## src/hw/rtl/knn_pkg.sv

```systemverilog
`default_nettype none
package knn_pkg;
   localparam int TRAIN_DEPTH  = 1024;
   localparam int ADDR_W       = $clog2(TRAIN_DEPTH);
   localparam int CNT_W        = $clog2(TRAIN_DEPTH + 1);
   localparam int NUM_FEATURES = 8;
   localparam int NF_W         = 4;
   localparam int MAX_K        = 16;
   localparam int K_W          = 5;
   localparam int POS_W        = 4;
   localparam int FEAT_W       = 16;
   localparam int SQ_W         = 32;
   localparam int DIST_W       = 35;
   localparam int LABEL_W      = 8;
   localparam int ROW_W        = NUM_FEATURES * FEAT_W + LABEL_W;

   localparam logic [1:0] CMD_CLEAR    = 2'd0;
   localparam logic [1:0] CMD_ADD      = 2'd1;
   localparam logic [1:0] CMD_CLASSIFY = 2'd2;

   localparam logic [1:0] STATUS_OK    = 2'd0;
   localparam logic [1:0] STATUS_K_BIG = 2'd1;
   localparam logic [1:0] STATUS_EMPTY = 2'd2;
   localparam logic [1:0] STATUS_FULL  = 2'd3;

   localparam logic REG_NEIGHBOR_COUNT  = 1'b0;
   localparam logic REG_FEATURES_IN_USE = 1'b1;

   typedef logic [LABEL_W-1:0] label_arr_type [MAX_K];

   typedef struct packed {
      logic                valid;
      logic [DIST_W-1:0]   sq_dist;
      logic [LABEL_W-1:0]  label;
   } cand_type;
endpackage
`default_nettype wire

```

## src/hw/rtl/knn_lane.sv

```systemverilog
`default_nettype none
module knn_lane import knn_pkg::*; (
   input  wire                     clock,
   input  wire                     in_use,
   input  wire signed [FEAT_W-1:0] query,
   input  wire signed [FEAT_W-1:0] stored,
   output logic [SQ_W-1:0]         sq_ff
);
   logic signed [FEAT_W:0]     diff;
   logic signed [2*FEAT_W+1:0] prod;
   logic [SQ_W-1:0]            sq_in;

   always_comb begin
      diff  = {query[FEAT_W-1], query} - {stored[FEAT_W-1], stored};
      prod  = diff * diff;
      // square of a 17-bit difference fits in 32 bits
      sq_in = in_use ? prod[SQ_W-1:0] : '0;
   end

   always_ff @(posedge clock) begin
      sq_ff <= sq_in;
   end
endmodule
`default_nettype wire

```

## config.mk

```make
export PLATFORM = sky130hd
export DESIGN_NAME = knn_lane
export DESIGN_NICKNAME = d
export VERILOG_FILES = /design/src/hw/rtl/knn_pkg.sv /design/src/hw/rtl/knn_lane.sv
export SDC_FILE = /design/constraint.sdc
export NUM_CORES = 1
export LEC_CHECK = 0
export BUFFER_PORTS_ARGS = -buffer_cell sky130_fd_sc_hd__buf_2
export CAP_MARGIN = 20
export CORE_MARGIN = 4
export CORE_UTILIZATION = 50
export CTS_CLUSTER_DIAMETER = 100
export DETAILED_ROUTE_END_ITERATION = 8
export HOLD_SLACK_MARGIN = 0.02
export PLACE_DENSITY = 0.73
export SYNTH_ARGS = -nofsm -noshare
export SYNTH_HDL_FRONTEND = slang
export SYNTH_SLANG_ARGS = --single-unit
```

## constraint.sdc

```tcl
create_clock -name clock -period 9.07 [get_ports clock]
set_clock_uncertainty 0.2 [all_clocks]
set_input_delay 0.4535 -clock clock [delete_from_list [all_inputs] [get_ports clock]]
set_output_delay 0.4535 -clock clock [all_outputs]
set_load 0.01 [all_outputs]
```

==> metrics.md <==
| Metric | Value |
|---|---|
| CTS HTree Levels | 2 |
| DRT Wirelength | roughly 24 mm |
| Worst slew pin tran | 915 ps |
| Area grow syn2layout | 8.76% |
| Initial Util | 51.2% |
| Most frequent cells in the layout | inv_1 (346), fa_1 (260), nor2_1 (118), ha_1 (91), nand2_1 (86) |
| Die Ht | between 150 and 200 microns |
| Number of diodes | 0 |
| Syn Area/Cell | between 9 and 10 sq um |
| Register area share after synthesis | under 10% |
| Antenna violations before repair | 0 |
| HPWL after DPL | roughly 20 mm |
| Top FF cell, synth | dfxtp_1 |
| Via/cell ratio | a little over 5 |
| Width of the die | between 150 and 200 microns |
| GR peak layer | met2 |
| Mapped Area | approximately 11000 sq um |
| Largest Register | sq_ff |
| Critical-path top delay cell | fa_1 |
| Core Region | between 20000 and 25000 sq um |
| Rel. slew slack | roughly two fifths |
| Num rows | 53 |
| Ratio of cells with drive above 1 in the final layout | under 10% |
| TritonCTS Buffers | 5 |
| Most frequent CP cell | fa_1 |
| Worst Setup Path Type | primary input to flip-flop |
| Gr usage total | between 20% and 30% |
| ANT nets after route | 0 |
| Synth unique cells | 61 |
| Met1 Usage GRT | between 20% and 30% |
| Min-Delay Path Class | primary input to flip-flop |
| GRT overflow | 0 |
| YS warnings | 0 |
| Top achievable clock speed | about 120 MHz |
| Final period util | between 90 and 100% |
| Largest net degree at the start of global routing | 26 |
| Drt pass-1 iters | 6 |
| Detailed-route DRC error count | 0 |
| Max stage delay on crit path | 560 ps |
| Biggest regs | sq_ff: 31 flops |
| Unrepaired setup endpoints after global routing | no |
| Port Buf Inserts | 64 |
| Routed len/inst | between 15 and 20 microns |
| Min cycle time layout | around 8700 ps |
| Final setup fails | 0 |
| Gpl congestion | 0.940 |
| Root buffer cell | clkbuf_16 |
| Syn nets | around 1600 |
| Number of global-route vias before repair | about 8800 |
| Critical path capture point type | flip-flop |
| GRT met3 Usage | approximately 3.6% |
| Outcome | finished, final reports clean |
| Endpoints failing hold | 0 |
| Setup TNS | 0 ps |
| Worst path required time | 9010 ps |
| Met2 Use GR | 40.1% |
| MaxCap Viol Count | 0 |
| Die ar. | about 24000 sq um |
| Clock-pin slew on the worst setup and hold paths | approximately 50 ps |
| Final Slew Violations | 0 |
| Top Ports | 66 |
| Crit path max fanout | 10 |
| Post-synth ARST share | 0% |
| TritonCTS clock tree | yes |
| CTS Buffer Depth | 2 |
| Final-layout fill cell count | roughly 1900 |
| Post-synth EDFFs | 0 |
| CTS sink cnt | 31 |
| Largest register FFs | 31 |
| First-pass GRT wire length | slightly above 40 mm |
| Synth Instances | about 1200 |
| Vias | between 7000 and 8000 |
| Commonest non-fill, non-tap cell in the layout | inv_1 |
| Number of synthesized register bits | 31 |
| Arrival time at the worst endpoint | approximately 8600 ps |
| Final nets | around 1700 |
| Worst setup SP type | primary input |
| Iter 0 DRT Violations | approximately 340 |
[cell usage after synthesis (3+ instances only)]
library cell / number / area [sq um]
nor2b_1: 4 / 25.0
o211ai_1: 3 / 22.5
dfxtp_1: 31 / 621
nor2_1: 118 / 443
inv_1: 346 / 1300
o21ai_0: 13 / 65.1
buf_2: 5 / 25.0
o21a_1: 11 / 82.6
and2_1: 19 / 119
a31oi_1: 4 / 25.0
a211oi_1: 5 / 37.5
and3_1: 3 / 18.8
nand2_1: 86 / 323
nand3_1: 7 / 35.0
nor3_1: 15 / 75.1
or3_1: 3 / 18.8
fa_1: 260 / 5200
ha_1: 92 / 1150
a21o_1: 11 / 82.6
o21bai_1: 4 / 30.0
clkinv_1: 6 / 22.5
o31ai_1: 4 / 30.0
clkbuf_1: 15 / 56.3
xor2_1: 18 / 158
a21oi_1: 31 / 155
nand2b_1: 9 / 56.3
xnor2_1: 31 / 272
[logic make-up after synthesis]
kind of cell             count (synthesis)  synth area share (%)
AO/OA/AOI/OAI                          110                  7.00
buffers and inverters                  378                  13.2
multiplexers                             2                 0.196
AND/OR/NAND/NOR                        273                  10.9
adder cells (fa/ha/maj)                352                  58.6
other                                    1                0.0346
XOR/XNOR                                51                  4.32
flip-flops                              31                  5.73
[what timing repair did]
action,CTS,global route
endpoints found under the setup margin,0,1
setup buffers,0,0
endpoints found under the hold margin,0,0
hold buffers,0,0
gates resized for setup,0,4
[per-layer routing]
| layer | vias to the layer above | part of all wire (%) |
|---|---|---|
| li1 | 3672 | - |
| met1 | 3995 | 37 |
| met2 | 161 | 55 |
| met3 | 59 | 5.0 |
| met4 | 0 | 3.4 |
| met5 | - | 0 |
[critical path, delay by kind of cell]
| family | cells | cell delay, ps |
|---|---|---|
| buffers and inverters | 7 | 680 |
| adders and majority gates | 8 | 3510 |
| muxes | 1 | 360 |
| and+or+nand+nor | 6 | 1190 |
| xor gates and xnor gates | 1 | 360 |
| AOI/OAI and AO/OA | 10 | 2050 |
[through the flow]
| stage | util (%) | std cells | setup slack [ps] | hold slack (ps) | instance area (sq um) |
|---|---|---|---|---|---|
| 6_report | 55.7 | 1548 | 377 | 288 | 11800 |
| 5_1_grt | 55.7 | 1548 | 52.6 | 285 | 11800 |
| 4_1_cts | 55.6 | 1548 | 289 | 280 | 11800 |
| 3_5_place_dp | 54.9 | 1540 | 42.9 | 569 | 11600 |
| 3_3_place_gp | 54.9 | 1540 | 153 | 576 | 11600 |
| 2_1_floorplan | - | 1198 | 702 | 367 | 10800 |
[path summary, 6_finish.rpt]
check / startpoint / depth (start not counted) / to
worst max-delay path: stored[1] / 33 / sq_ff[31]$_SDFF_PN0_
worst min-delay path: in_use / 3 / sq_ff[7]$_SDFF_PN0_
[layout make-up]
type	instances	area [sq um]	share of cell area, %
repair buffers	91	523	4.44
well taps	275	344	2.92
inverters	354	1330	11.3
clock buffers	8	156	1.33
multi-input cells	789	8820	74.8
flip-flops and latches	31	621	5.26
Power is not shown: default switching activity piles up to over one toggle a cycle in this logic, so the estimate is an artifact.
