`config.mk`:
```
export PLATFORM = sky130hd
export DESIGN_NAME = knn_rank
export DESIGN_NICKNAME = d
export VERILOG_FILES = /design/src/hw/rtl/knn_pkg.sv /design/src/hw/rtl/knn_rank.sv
export SDC_FILE = /design/constraint.sdc
export NUM_CORES = 2
export LEC_CHECK = 0
export ABC_AREA = 0
export BUFFER_PORTS_ARGS = -buffer_cell sky130_fd_sc_hd__buf_2
export CORE_MARGIN = 4
export CORE_UTILIZATION = 55
export CTS_CLUSTER_DIAMETER = 60
export DETAILED_ROUTE_END_ITERATION = 8
export GPL_ROUTABILITY_DRIVEN = 0
export PLACE_DENSITY = 0.71
export RECOVER_POWER = 100
export SETUP_SLACK_MARGIN = 0.1
export SLEW_MARGIN = 5
export SYNTH_ARGS = -nofsm -noshare
export SYNTH_HDL_FRONTEND = slang
export SYNTH_SLANG_ARGS = --single-unit
export TNS_END_PERCENT = 5
```
`constraint.sdc`:
```
create_clock -name clock -period 7.9 [get_ports clock]
set_input_delay 0.395 -clock clock [delete_from_list [all_inputs] [get_ports clock]]
set_output_delay 0.395 -clock clock [all_outputs]
set_load 0.05 [all_outputs]
```
`src/hw/rtl/knn_pkg.sv`:
```
`default_nettype none
package knn_pkg;
   localparam int TRAIN_DEPTH  = 1024;
   localparam int ADDR_W       = $clog2(TRAIN_DEPTH);
   localparam int CNT_W        = $clog2(TRAIN_DEPTH + 1);
   localparam int NUM_FEATURES = 8;
   localparam int NF_W         = 4;
   localparam int MAX_K        = 16;
   localparam int K_W          = 5;
   localparam int POS_W        = 4;
   localparam int FEAT_W       = 16;
   localparam int SQ_W         = 32;
   localparam int DIST_W       = 35;
   localparam int LABEL_W      = 8;
   localparam int ROW_W        = NUM_FEATURES * FEAT_W + LABEL_W;

   localparam logic [1:0] CMD_CLEAR    = 2'd0;
   localparam logic [1:0] CMD_ADD      = 2'd1;
   localparam logic [1:0] CMD_CLASSIFY = 2'd2;

   localparam logic [1:0] STATUS_OK    = 2'd0;
   localparam logic [1:0] STATUS_K_BIG = 2'd1;
   localparam logic [1:0] STATUS_EMPTY = 2'd2;
   localparam logic [1:0] STATUS_FULL  = 2'd3;

   localparam logic REG_NEIGHBOR_COUNT  = 1'b0;
   localparam logic REG_FEATURES_IN_USE = 1'b1;

   typedef logic [LABEL_W-1:0] label_arr_type [MAX_K];

   typedef struct packed {
      logic                valid;
      logic [DIST_W-1:0]   sq_dist;
      logic [LABEL_W-1:0]  label;
   } cand_type;
endpackage
`default_nettype wire

```
`src/hw/rtl/knn_rank.sv`:
```
`default_nettype none
module knn_rank import knn_pkg::*; (
   input  wire            clock,
   input  wire            reset,
   input  wire            clear,
   input  cand_type       cand,
   input  wire [K_W-1:0]  k_eff,
   output label_arr_type  labels,
   output logic [K_W-1:0] fill_ff
);
   logic [DIST_W-1:0]  dist_ff [MAX_K];
   logic [LABEL_W-1:0] lab_ff  [MAX_K];
   logic [K_W-1:0]     fill_in;
   logic [POS_W-1:0]   pos;
   logic               hit;

   // first slot the candidate beats; ties keep the earlier entry
   always_comb begin
      pos = '0;
      hit = 1'b0;
      for (int p = MAX_K - 1; p >= 0; p--) begin
         if ((K_W'(p) < k_eff) &&
             ((K_W'(p) >= fill_ff) || (cand.sq_dist < dist_ff[p]))) begin
            pos = POS_W'(p);
            hit = 1'b1;
         end
      end
      fill_in = fill_ff;
      if (clear)
         fill_in = '0;
      else if (cand.valid && fill_ff < k_eff)
         fill_in = fill_ff + 1'b1;
   end

   always_ff @(posedge clock) begin
      if (reset)
         fill_ff <= '0;
      else
         fill_ff <= fill_in;
   end

   always_ff @(posedge clock) begin
      if (cand.valid && hit && !clear) begin
         for (int p = 0; p < MAX_K; p++) begin
            if (POS_W'(p) == pos) begin
               dist_ff[p] <= cand.sq_dist;
               lab_ff[p]  <= cand.label;
            end else if (POS_W'(p) > pos && p > 0) begin
               dist_ff[p] <= dist_ff[p-1];
               lab_ff[p]  <= lab_ff[p-1];
            end
         end
      end
   end

   always_comb begin
      for (int p = 0; p < MAX_K; p++)
         labels[p] = lab_ff[p];
   end
endmodule
`default_nettype wire

```
==> summary.txt <==
Outcome: finished, violations left
Failing checks: capacitance limit, slew limit
WP data arrival: 6800 ps
Clock Tree Root: clkbuf_16
I/O pin count: 185
Sink Count: 693
Hold buffers post-CTS: 1
CTS tree: yes
Dpl hpwl: 71470 um
Top_reg_cell synth: edfxtp_1
CP Class: in2reg
Skew final: 25.05 ps
Number of global-route vias before repair: 29780
Largest fanout on the critical path: 51
Crit path required time: 8150 ps
Post-synthesis cell count: 3900
# fillers: 6369
Sequential share of the synthesized area: 0.4731
Setup-failing EPs final: 0
Routed Antenna Nets: 0
Commonest non-fill, non-tap cells in the layout: edfxtp_1, inv_1, ha_1
Final std cells w/o fill: 5173
Syn_nets: 4503
DR vias: 29720
CP endpoint kind: register
Pin count of the biggest net entering global routing: 87
Commonest non-fill, non-tap cell in the layout: edfxtp_1
Remaining routing DRC violations: 0
Number of flops mapped to enable cells by yosys: 688
Combinational share of power: 0.153
Largest cells by area after synthesis: edfxtp_1, ha_1, mux2_2
NetSw: 2.468 mW
Int Power: 6.893 mW
Mapped Area: 43880 sq um
Post-cts repair resize count: 0
Reg2reg path depth: 15
Routed WL: 98060 um
Core Util, Final: 0.6058
CTS Buf Count: 77
Initial antenna violation count: 1
Min-Delay Path Class: in2reg
Peak VDD IR: 0.0001459 V
FP Rows: 103
Port buffer count: 184
Worst-margin pin slew: 1863 ps
Total Nets Final: 4666
Final Instance Area: 47860 sq um
Dpl ws: 1783 ps
Period utilization: 0.8295
Lkg Pwr: 20.44 nW
Fin. max-slew vios: 627
Starting Density: 0.5554
Hold EP: fill_ff[2]$_SDFFE_PP0P_
Hold Path Cell Cnt: 2
Dpl cells: 5033
Netlist cell types: 100
Asr flop ratio synth: 0
RSZ-0062 raised after global routing: false
Pre-antenna DRT Iters: 6
Synth Warn #: 0
Area grow syn2layout: 9.065%
Max-Cap Viols: 18
Max Clk Rate: 152.6 MHz
Avg Cell Area, Syn: 11.25 sq um
Bufs on Longest Clock Path: 3
Post-layout minimum cycle time: 6553 ps
Setup crit start kind: input port
Max-Slew Margin vs Limit: -0.2421
DIE AREA: 84360 sq um
R2R Path Start: dist_ff[1][91]$_DFFE_PP_
DRT iter0 DRCs: 2149
Sequential group share of total power: 0.470
Share of layout cells above drive strength 1: 0.1361
Yosys reg bits: 693
Placed instance area: 45880 sq um
Area fraction of the dominant cell type after synthesis: 0.4708
Die Y: 290.5 um
Net Sw Frac: 0.2637
Gr usage total: 0.2282
GRT Residual Overflow: 0
Total negative slack: 0 ps
Reg2reg setup slack: 2120 ps
HP Start: clear
Clk pwr share: 0.376
Setup Fix Bufs, Post-CTS: 0
Post-DR wirelength/cell: 18.96 um
Smallest setup slack after layout: 1347 ps
Core area: 79000 sq um
H-tree levels: 3
Via/cell ratio: 5.745
Clk pin slew, worst setup/hold paths: 60 ps
RR Endpoint: lab_ff[1][44]$_DFFE_PP_
Worst skew pair latency: 620 ps
Area leader, netlist: edfxtp_1
First-pass GRT wire length: 157300 um
PD cells: 195.6 nW/um^2
Final Hold Viols: 0
Die X: 290.5 um
==> flip-flops by register name (all words and copies together) (netlist names) <==
name     count
dist_ff    560
fill_ff      5
lab_ff     128
==> critical path, cell delays in order <==
cell,delay [ps]
clkbuf_1,1300
ha_1,360
nand4_1,170
nor4_1,750
o211ai_1,170
a21oi_1,490
o31a_1,230
or3b_1,470
a2111oi_4,270
nor2_1,130
o2111ai_1,710
a21oi_4,200
buf_4,350
a21oi_4,170
buf_4,510
==> per-stage QoR <==
stage	hold slack, ps	power, mW
finish	98.07	9.361
global route	78.17	9.776
CTS	53.75	9.466
detailed placement	518.5	5.936
global placement	518.8	5.882
floorplan	471.6	5.504
==> per-layer routing <==
metal	GRT usage	vias up	wire length, um
met4	0.06684	0	2401
li1	-	14580	-
met1	0.2995	14300	42300
met3	0.03798	156	5688
met2	0.3915	687	47670
met5	0	-	0
==> cell type report <==
cell class,instances,area (sq um),share of cell area
Tap cell,1050,1314,0.02745
Clock buffer,94,2012,0.04204
Sequential cell,693,20760,0.4338
Clock inverter,44,411.6,0.008602
Inverter,581,2181,0.04557
Antenna cell,1,2.502,0.00005229
Timing Repair Buffer,243,1125,0.02350
Multi-Input combinational cell,2467,20050,0.4190
==> Yosys cell counts, types with 5 or more instances <==
cell       count
mux2_2       345
nand2_1      279
buf_6          8
nand3_1       77
o22ai_1        5
o221ai_1       5
inv_1        577
a41oi_1        5
o21a_1        16
ha_1         551
edfxtp_1     688
buf_1          6
and4_1         7
clkbuf_1     102
o21bai_1       5
a211oi_1      30
a21oi_1      173
a22oi_1        6
nand2b_1      16
nor4_1        12
mux2_1        12
and3_1         8
o21ai_0      327
a21o_1       110
a221o_1        6
nand4_1       63
dfxtp_1        5
nor2_1        76
buf_2         35
a211o_1       11
o211ai_1      68
o31ai_1        6
a221oi_1       7
a31oi_1       11
nor2b_1       61
nor3_1        24
a2111oi_0     13
mux2_4        39
==> cells by family (layout without fill, tap and decap cells) <==
kind of cell	count (synthesis)	in the layout	synth area share
AOI/OAI and AO/OA	855	855	0.1227
buffers and inverters	740	962	0.06704
DFF	693	693	0.4731
and+or+nand+nor	660	660	0.07405
adders and majority gates	551	551	0.1571
muxes	397	397	0.1052
xor gates and xnor gates	4	4	0.0007985
other	0	1	0
==> worst max-delay path by stage <==
stage / from / endpoint / slack (ps) / cells after the start
2_1_floorplan: cand[38] / dist_ff[1][175]$_DFFE_PP_ / 2040 / 14
3_5_place_dp: cand[38] / lab_ff[1][40]$_DFFE_PP_ / 1780 / 17
5_1_grt: cand[32] / dist_ff[0][214]$_DFFE_PP_ / 1120 / 13
4_1_cts: dist_ff[0][30]$_DFFE_PP_ / dist_ff[1][207]$_DFFE_PP_ / 2360 / 17
6_report: cand[32] / lab_ff[1][44]$_DFFE_PP_ / 1350 / 15
3_3_place_gp: cand[38] / lab_ff[1][46]$_DFFE_PP_ / 1860 / 17
==> power groups by stage <==
stage	registers, mW	clock network, mW	logic [mW]
after global routing	4.42	3.73	1.62
after CTS	4.40	3.59	1.47
after detailed placement	4.48	0	1.46
after global placement	4.47	0	1.41
final	4.40	3.52	1.43
after floorplan	4.58	0	0.926
(Power assumes the default switching activity.)
