`config.mk`:
```
export PLATFORM = sky130hd
export DESIGN_NAME = knn_vote
export DESIGN_NICKNAME = d
export VERILOG_FILES = /design/src/hw/rtl/knn_pkg.sv /design/src/hw/rtl/knn_vote.sv
export SDC_FILE = /design/constraint.sdc
export NUM_CORES = 1
export LEC_CHECK = 0
export BUFFER_PORTS_ARGS = -buffer_cell sky130_fd_sc_hd__buf_4
export CORE_ASPECT_RATIO = 1.2
export CORE_MARGIN = 2
export CORE_UTILIZATION = 50
export CTS_CLUSTER_DIAMETER = 30
export DETAILED_ROUTE_END_ITERATION = 10
export PLACE_DENSITY = 0.82
export SYNTH_ARGS = -nofsm -noshare
export SYNTH_HDL_FRONTEND = slang
export SYNTH_SLANG_ARGS = --single-unit
```
`constraint.sdc`:
```
create_clock -name clock -period 19.2 [get_ports clock]
set_input_delay 3.84 -clock clock [delete_from_list [all_inputs] [get_ports clock]]
set_output_delay 3.84 -clock clock [all_outputs]
set_load 0.01 [all_outputs]
```
`src/hw/rtl/knn_pkg.sv`:
```
`default_nettype none
package knn_pkg;
   localparam int TRAIN_DEPTH  = 1024;
   localparam int ADDR_W       = $clog2(TRAIN_DEPTH);
   localparam int CNT_W        = $clog2(TRAIN_DEPTH + 1);
   localparam int NUM_FEATURES = 8;
   localparam int NF_W         = 4;
   localparam int MAX_K        = 16;
   localparam int K_W          = 5;
   localparam int POS_W        = 4;
   localparam int FEAT_W       = 16;
   localparam int SQ_W         = 32;
   localparam int DIST_W       = 35;
   localparam int LABEL_W      = 8;
   localparam int ROW_W        = NUM_FEATURES * FEAT_W + LABEL_W;

   localparam logic [1:0] CMD_CLEAR    = 2'd0;
   localparam logic [1:0] CMD_ADD      = 2'd1;
   localparam logic [1:0] CMD_CLASSIFY = 2'd2;

   localparam logic [1:0] STATUS_OK    = 2'd0;
   localparam logic [1:0] STATUS_K_BIG = 2'd1;
   localparam logic [1:0] STATUS_EMPTY = 2'd2;
   localparam logic [1:0] STATUS_FULL  = 2'd3;

   localparam logic REG_NEIGHBOR_COUNT  = 1'b0;
   localparam logic REG_FEATURES_IN_USE = 1'b1;

   typedef logic [LABEL_W-1:0] label_arr_type [MAX_K];

   typedef struct packed {
      logic                valid;
      logic [DIST_W-1:0]   sq_dist;
      logic [LABEL_W-1:0]  label;
   } cand_type;
endpackage
`default_nettype wire

```
`src/hw/rtl/knn_vote.sv`:
```
`default_nettype none
module knn_vote import knn_pkg::*; (
   input  wire                 clock,
   input  wire                 reset,
   input  wire                 start,
   input  wire [K_W-1:0]       fill,
   input  label_arr_type       labels,
   output logic                done_ff,
   output logic [LABEL_W-1:0]  class_ff
);
   logic               busy_ff, busy_in, done_in;
   logic [POS_W-1:0]   j_ff, j_in;
   logic [K_W-1:0]     best_ff, best_in, votes;
   logic [LABEL_W-1:0] class_in;

   always_comb begin
      votes = '0;
      for (int m = 0; m < MAX_K; m++)
         if (K_W'(m) < fill && labels[m] == labels[j_ff])
            votes = votes + 1'b1;
      busy_in  = busy_ff;
      j_in     = j_ff;
      best_in  = best_ff;
      class_in = class_ff;
      done_in  = 1'b0;
      if (start) begin
         busy_in  = 1'b1;
         j_in     = '0;
         best_in  = '0;
         class_in = '0;
      end else if (busy_ff) begin
         if (votes > best_ff) begin
            best_in  = votes;
            class_in = labels[j_ff];
         end
         j_in = j_ff + 1'b1;
         if ({1'b0, j_ff} == fill - 1'b1) begin
            busy_in = 1'b0;
            done_in = 1'b1;
         end
      end
   end

   always_ff @(posedge clock) begin
      if (reset) begin
         busy_ff <= 1'b0;
         done_ff <= 1'b0;
      end else begin
         busy_ff <= busy_in;
         done_ff <= done_in;
      end
   end

   always_ff @(posedge clock) begin
      j_ff     <= j_in;
      best_ff  <= best_in;
      class_ff <= class_in;
   end
endmodule
`default_nettype wire

```
==> metrics, run 1 <==
Fin Hold WS=0.474 ns; clock sink count=19; Worst R2R Start=j_ff[0]; CTS Buf Count=3; # resized after CTS=0; share of the synthesized area in the top cell type=0.116; Post-Syn Area per Cell=7.85 um^2; die area=0.0150 mm^2; synthesized cell area=0.00704 mm^2; status=completed; DRT antenna net count=0; Routed wire per std cell=20.7 um; Worst path top cell family by delay=simple AND/OR/NAND/NOR gates; final HPWL from detailed placement=19900 um; fin nets=1166; max-slew violation count=0; Least-Margin Pin Slew=1.20 ns; critical path required time=19.33 ns; skew final=0.00322 ns; Worst setup SP type=input pin; share of post-route cells with drive strength above 1=0.223; Starting Density=0.512; commonest non-fill, non-tap cell in the layout=buf_4; Worst Hold Class=register to register; CP arrival=17.09 ns; Syn Inst Count=897; number of distinct library cells after synthesis=94; initial DRC count=715; Synth Register Bits=19; worst flop-to-flop path endpoint=class_ff[6]; worst skew pair latency=0.25 ns; yosys warns=0; register-to-register setup slack=4.82 ns; Final Core Density=0.596; Placeable Area=0.0138 mm^2; Max stage delay on crit path=0.97 ns; Clock Tree Buf Depth=2; Setup CP Type=input pin to register; Synth area leader=xnor2_1; routed vias=7569; Buffers on Ports=144; Syn-to-layout area delta=16.5%; largest net degree at the start of global routing=54; Root Driver=clkbuf_16; number of synthesized flops with an enable pin=0; Critical Path Most Common Cell=ha_1; CTS tree=done; # H-tree levels=1; most frequent cells in the layout=buf_4, xnor2_1, xor2_1; Post-Layout Cell Count=1177; Pwr Total=316 uW; Tot GR Track Use=0.310; gpl congestion=0.981; Worst path depth=58; DRC=0; Final setup viols=0; Post-CTS Hold Fix Bufs=0; maximum vdd drop=30.6 uV; crit path max fanout=15; Die W=112 um; Final period util=0.883; row cnt=47; Final min period=16.96 ns; Die Y=134 um; first-pass GRT wire length=37500 um; reg2reg path depth=58; Clock transition at path regs=0.05 ns; drt pass-1 iters=5; setup TNS=0 ns; drt total wl=24300 um; initial antenna violation count=0; static leakage=0.00324 uW; Worst setup EP type=register; vias in the first global route=7221; PwrDens=38.5 mW/mm^2; Critical Path End=class_ff[6]; Slowest-stage cell, CP=nor2_1; Seq/Total Area, Yosys=0.0540; slew margin rel.=0.194; grt total ovfl=0; fmax=0.0590 GHz; I/O Pins=145; Max Cap Viol=0; Fin. Hold Viols=0; Post-CTS Setup Bufs=0; RSZ-0062 raised after global routing=false; prevailing post-synth register cell=dfxtp_1; drt via density=6.43; top cells by area, synth=xnor2_1, xor2_1, mux2i_1; critical path startpoint=labels[77]; Syn Nets=1056; # diodes=0; placed cell count=1173; WP buf/inv=5; fraction of registers with async set/reset=0
==> tightest hold or removal path: cells and delay by family, from the launching register on <==
family	cells	cell delay, ns
flip-flops	1	0.30
AO/OA/AOI/OAI	2	0.12
==> flip-flops by register name, summed over array words and instances, names as in the netlist <==
name and count:
j_ff 4, busy_ff 1, best_ff 5, done_ff 1
class_ff 8
==> power by group <==
group          switching [uW]  internal (uW)  total (uW)
Combinational             133           98.4         231
Clock                    13.9           28.2        42.1
Sequential               1.22           41.4        42.6
==> logic make-up (layout without fill, tap and decap cells) <==
kind of cell    after synthesis  count (layout)  share of synthesized area
mux                          81              81                      0.139
fa+ha+maj                    26              26                     0.0451
simple gates                307             307                      0.239
buf+inv                      84             193                     0.0608
xor+xnor                    187             187                      0.255
compound gates              193             193                      0.207
flops                        19              19                     0.0540
==> worst min-delay path by stage <==
stage                            from          end  slack [ns]  depth (start not counted)
final                      best_ff[2]   best_ff[2]        0.47                          2
after global routing       best_ff[2]   best_ff[2]        0.51                          2
after CTS                  best_ff[2]   best_ff[2]        0.47                          2
after global placement    class_ff[6]  class_ff[6]        0.48                          2
after detailed placement   best_ff[2]   best_ff[2]        0.47                          2
after floorplan            best_ff[2]   best_ff[2]        0.45                          2
==> stage by stage <==
stage | instance area, um^2 | setup WS [ns]
2_1_floorplan | 7040 | 4.02
3_3_place_gp | 8120 | 2.74
3_5_place_dp | 8120 | 2.23
4_1_cts | 8200 | 2.45
5_1_grt | 8200 | 1.22
6_report | 8200 | 2.24
==> synth_stat cells (4+ instances only) <==
master	number
a221oi_1	6
nand3_1	29
nand2b_1	9
and2_1	9
or3_1	16
and3_1	6
nor2_1	56
a211oi_1	8
mux2i_1	60
o211ai_1	12
inv_1	33
nor4_1	14
a22o_1	12
nor2b_1	10
mux4_2	10
xnor3_1	5
nor2_2	4
or2_2	8
nor3_1	34
a21boi_0	7
ha_1	23
o31ai_1	7
nand4b_1	4
nand4_1	19
clkbuf_1	16
o2111ai_1	8
dfxtp_1	19
buf_2	22
and4_1	5
xor2_1	82
buf_6	6
nand2_1	51
a21o_1	5
o21ai_0	41
or4_1	7
xnor2_1	93
a22oi_1	12
o21a_1	5
a21oi_1	23
a22oi_2	5
a31oi_1	5
mux2_2	9
==> per-layer routing <==
| metal | vias up | GRT usage | wire length, um |
|---|---|---|---|
| met2 | 436 | 0.533 | 11400 |
| met1 | 3499 | 0.388 | 9530 |
| met5 | - | 0 | 0 |
| met4 | 0 | 0.136 | 1390 |
| met3 | 95 | 0.0380 | 2020 |
| li1 | 3539 | - | - |
==> layout make-up <==
| class | count | area, um^2 |
|---|---|---|
| Timing Repair Buffer | 156 | 1170 |
| Inverter | 33 | 124 |
| Clock buffer | 4 | 78.8 |
| Fill cell | 1271 | 5560 |
| Sequential cell | 19 | 383 |
| Tap cell | 171 | 214 |
| Multi-Input combinational cell | 794 | 6230 |
Note: power is estimated with default switching activity, not from simulation.
==> inputs of run 2 (changes only) <==
Settings changed: CORE_MARGIN 2 to 3.
Clock period 19.2 ns to 15.65 ns, I/O delays scaled along.
==> run 2 against run 1 <==
- register-to-register slack lost 2.4 ns
- wire length grew 3.1%
- cell count grew 0.93%
- critical path depth grew 3
- clock power grew 27%
- global-route usage shrank 0.21 points
- total power grew 27%
- hold slack gained 0.0020 ns
- worst setup slack lost 1.3 ns
- critical path type unchanged
- combinational power grew 26%
==> metrics, run 2 (synthesized netlist as in run 1, its figures left out) <==
status=completed; Post-Layout Cell Count=1188; drt via density=6.54; Post-CTS Hold Fix Bufs=0; slew margin rel.=0.246; Max Cap Viol=0; static leakage=0.00332 uW; share of post-route cells with drive strength above 1=0.242; # H-tree levels=1; skew final=0.00302 ns; max-slew violation count=0; gpl congestion=1.04; initial antenna violation count=0; Routed wire per std cell=21.1 um; Finished Cell Area=0.00839 mm^2; Max stage delay on crit path=0.50 ns; Die Y=136 um; largest reg by FF count=class_ff; CP arrival=14.87 ns; placed cell count=1183; Critical Path Most Common Cell=ha_1; final HPWL from detailed placement=20400 um; CTS Buf Count=3; Setup CP Type=input pin to register; drt total wl=25100 um; DRC=0; Final setup viols=0; Die W=114 um; CTS tree=done; I/O Pins=145; row cnt=46; max reg flops=8; Tot GR Track Use=0.308; Starting Density=0.523; fmax=0.0679 GHz; fin nets=1180; Buffers on Ports=144; Fin. Hold Viols=0; most frequent cells in the layout=buf_4, xnor2_1, xor2_1; maximum vdd drop=55.9 uV; Slowest-stage cell, CP=mux4_2; initial DRC count=778; crit path max fanout=11; Post-DP Area=0.00822 mm^2; Least-Margin Pin Slew=1.10 ns; Worst setup EP type=register; Top Registers=class_ff (8), best_ff (5), j_ff (4); die area=0.0155 mm^2; Final period util=0.942; worst skew pair latency=0.25 ns; Clock Tree Buf Depth=2; vias in the first global route=7374; critical path required time=15.79 ns; routed vias=7772; Root Driver=clkbuf_16; Placeable Area=0.0135 mm^2; grt total ovfl=0; Worst Hold Class=register to register; commonest non-fill, non-tap cell in the layout=buf_4; # diodes=0; Final min period=14.74 ns; Worst setup SP type=input pin; DRT antenna net count=0; largest net degree at the start of global routing=54; Clock transition at path regs=0.06 ns; clock sink count=19; drt pass-1 iters=7; PwrDens=47.9 mW/mm^2; first-pass GRT wire length=38400 um; Syn-to-layout area delta=19.2%
[run 2: through the flow]
stage	worst slack, ns	power (uW)	util	TNS [ns]	hold WS (ns)
global placement	0.590	331	0.610	0	0.474
floorplan	1.18	243	-	0	0.454
detailed placement	0.173	334	0.610	0	0.468
CTS	0.371	388	0.616	0	0.476
global route	-0.104	422	0.623	-0.442	0.500
finish	0.915	402	0.623	0	0.476
[run 2: where the power goes]
part           internal (uW)  switching, uW
sequential              50.7           6.53
combinational            128            164
clock                   34.3           19.1
total                    213            189
[run 2: path summary, 6_finish.rpt]
check                  start           to  slack, ns  cells past startpoint
setup / recovery  labels[77]  class_ff[5]       0.91                     61
hold / removal    best_ff[2]   best_ff[2]       0.48                      2
setup reg to reg     j_ff[0]  class_ff[5]       2.39                     62
hold reg to reg   best_ff[2]   best_ff[2]       0.48                      2
[run 2: what timing repair did]
action                                  in CTS  in global routing
endpoints found under the setup margin       0                 13
setup buffers                                0                  1
resized for setup                            0                 15
[run 2: final cells by class]
| cell class | count | area [um^2] |
|---|---|---|
| Multi-Input combinational cell | 794 | 6310 |
| Fill cell | 1214 | 5080 |
| Timing Repair Buffer | 170 | 1290 |
| Sequential cell | 19 | 383 |
| Tap cell | 168 | 210 |
| Inverter | 33 | 124 |
| Clock buffer | 3 | 75.1 |
| Clock inverter | 1 | 5.00 |
[run 2: routing by layer]
layer | track usage | part of all wire | vias up
met5 | 0 | 0 | -
met4 | 0.131 | 0.053 | 0
met3 | 0.0445 | 0.088 | 97
met2 | 0.524 | 0.48 | 475
met1 | 0.385 | 0.38 | 3633
li1 | - | - | 3567
[run 2: worst max-delay path, delay by kind of cell]
family	cells	cell delay (ns)
AOI/OAI and AO/OA	10	1.22
and+or+nand+nor	22	4.15
xor gates and xnor gates	6	1.07
muxes	6	1.61
buffers and inverters	7	0.78
adders and majority gates	10	2.90
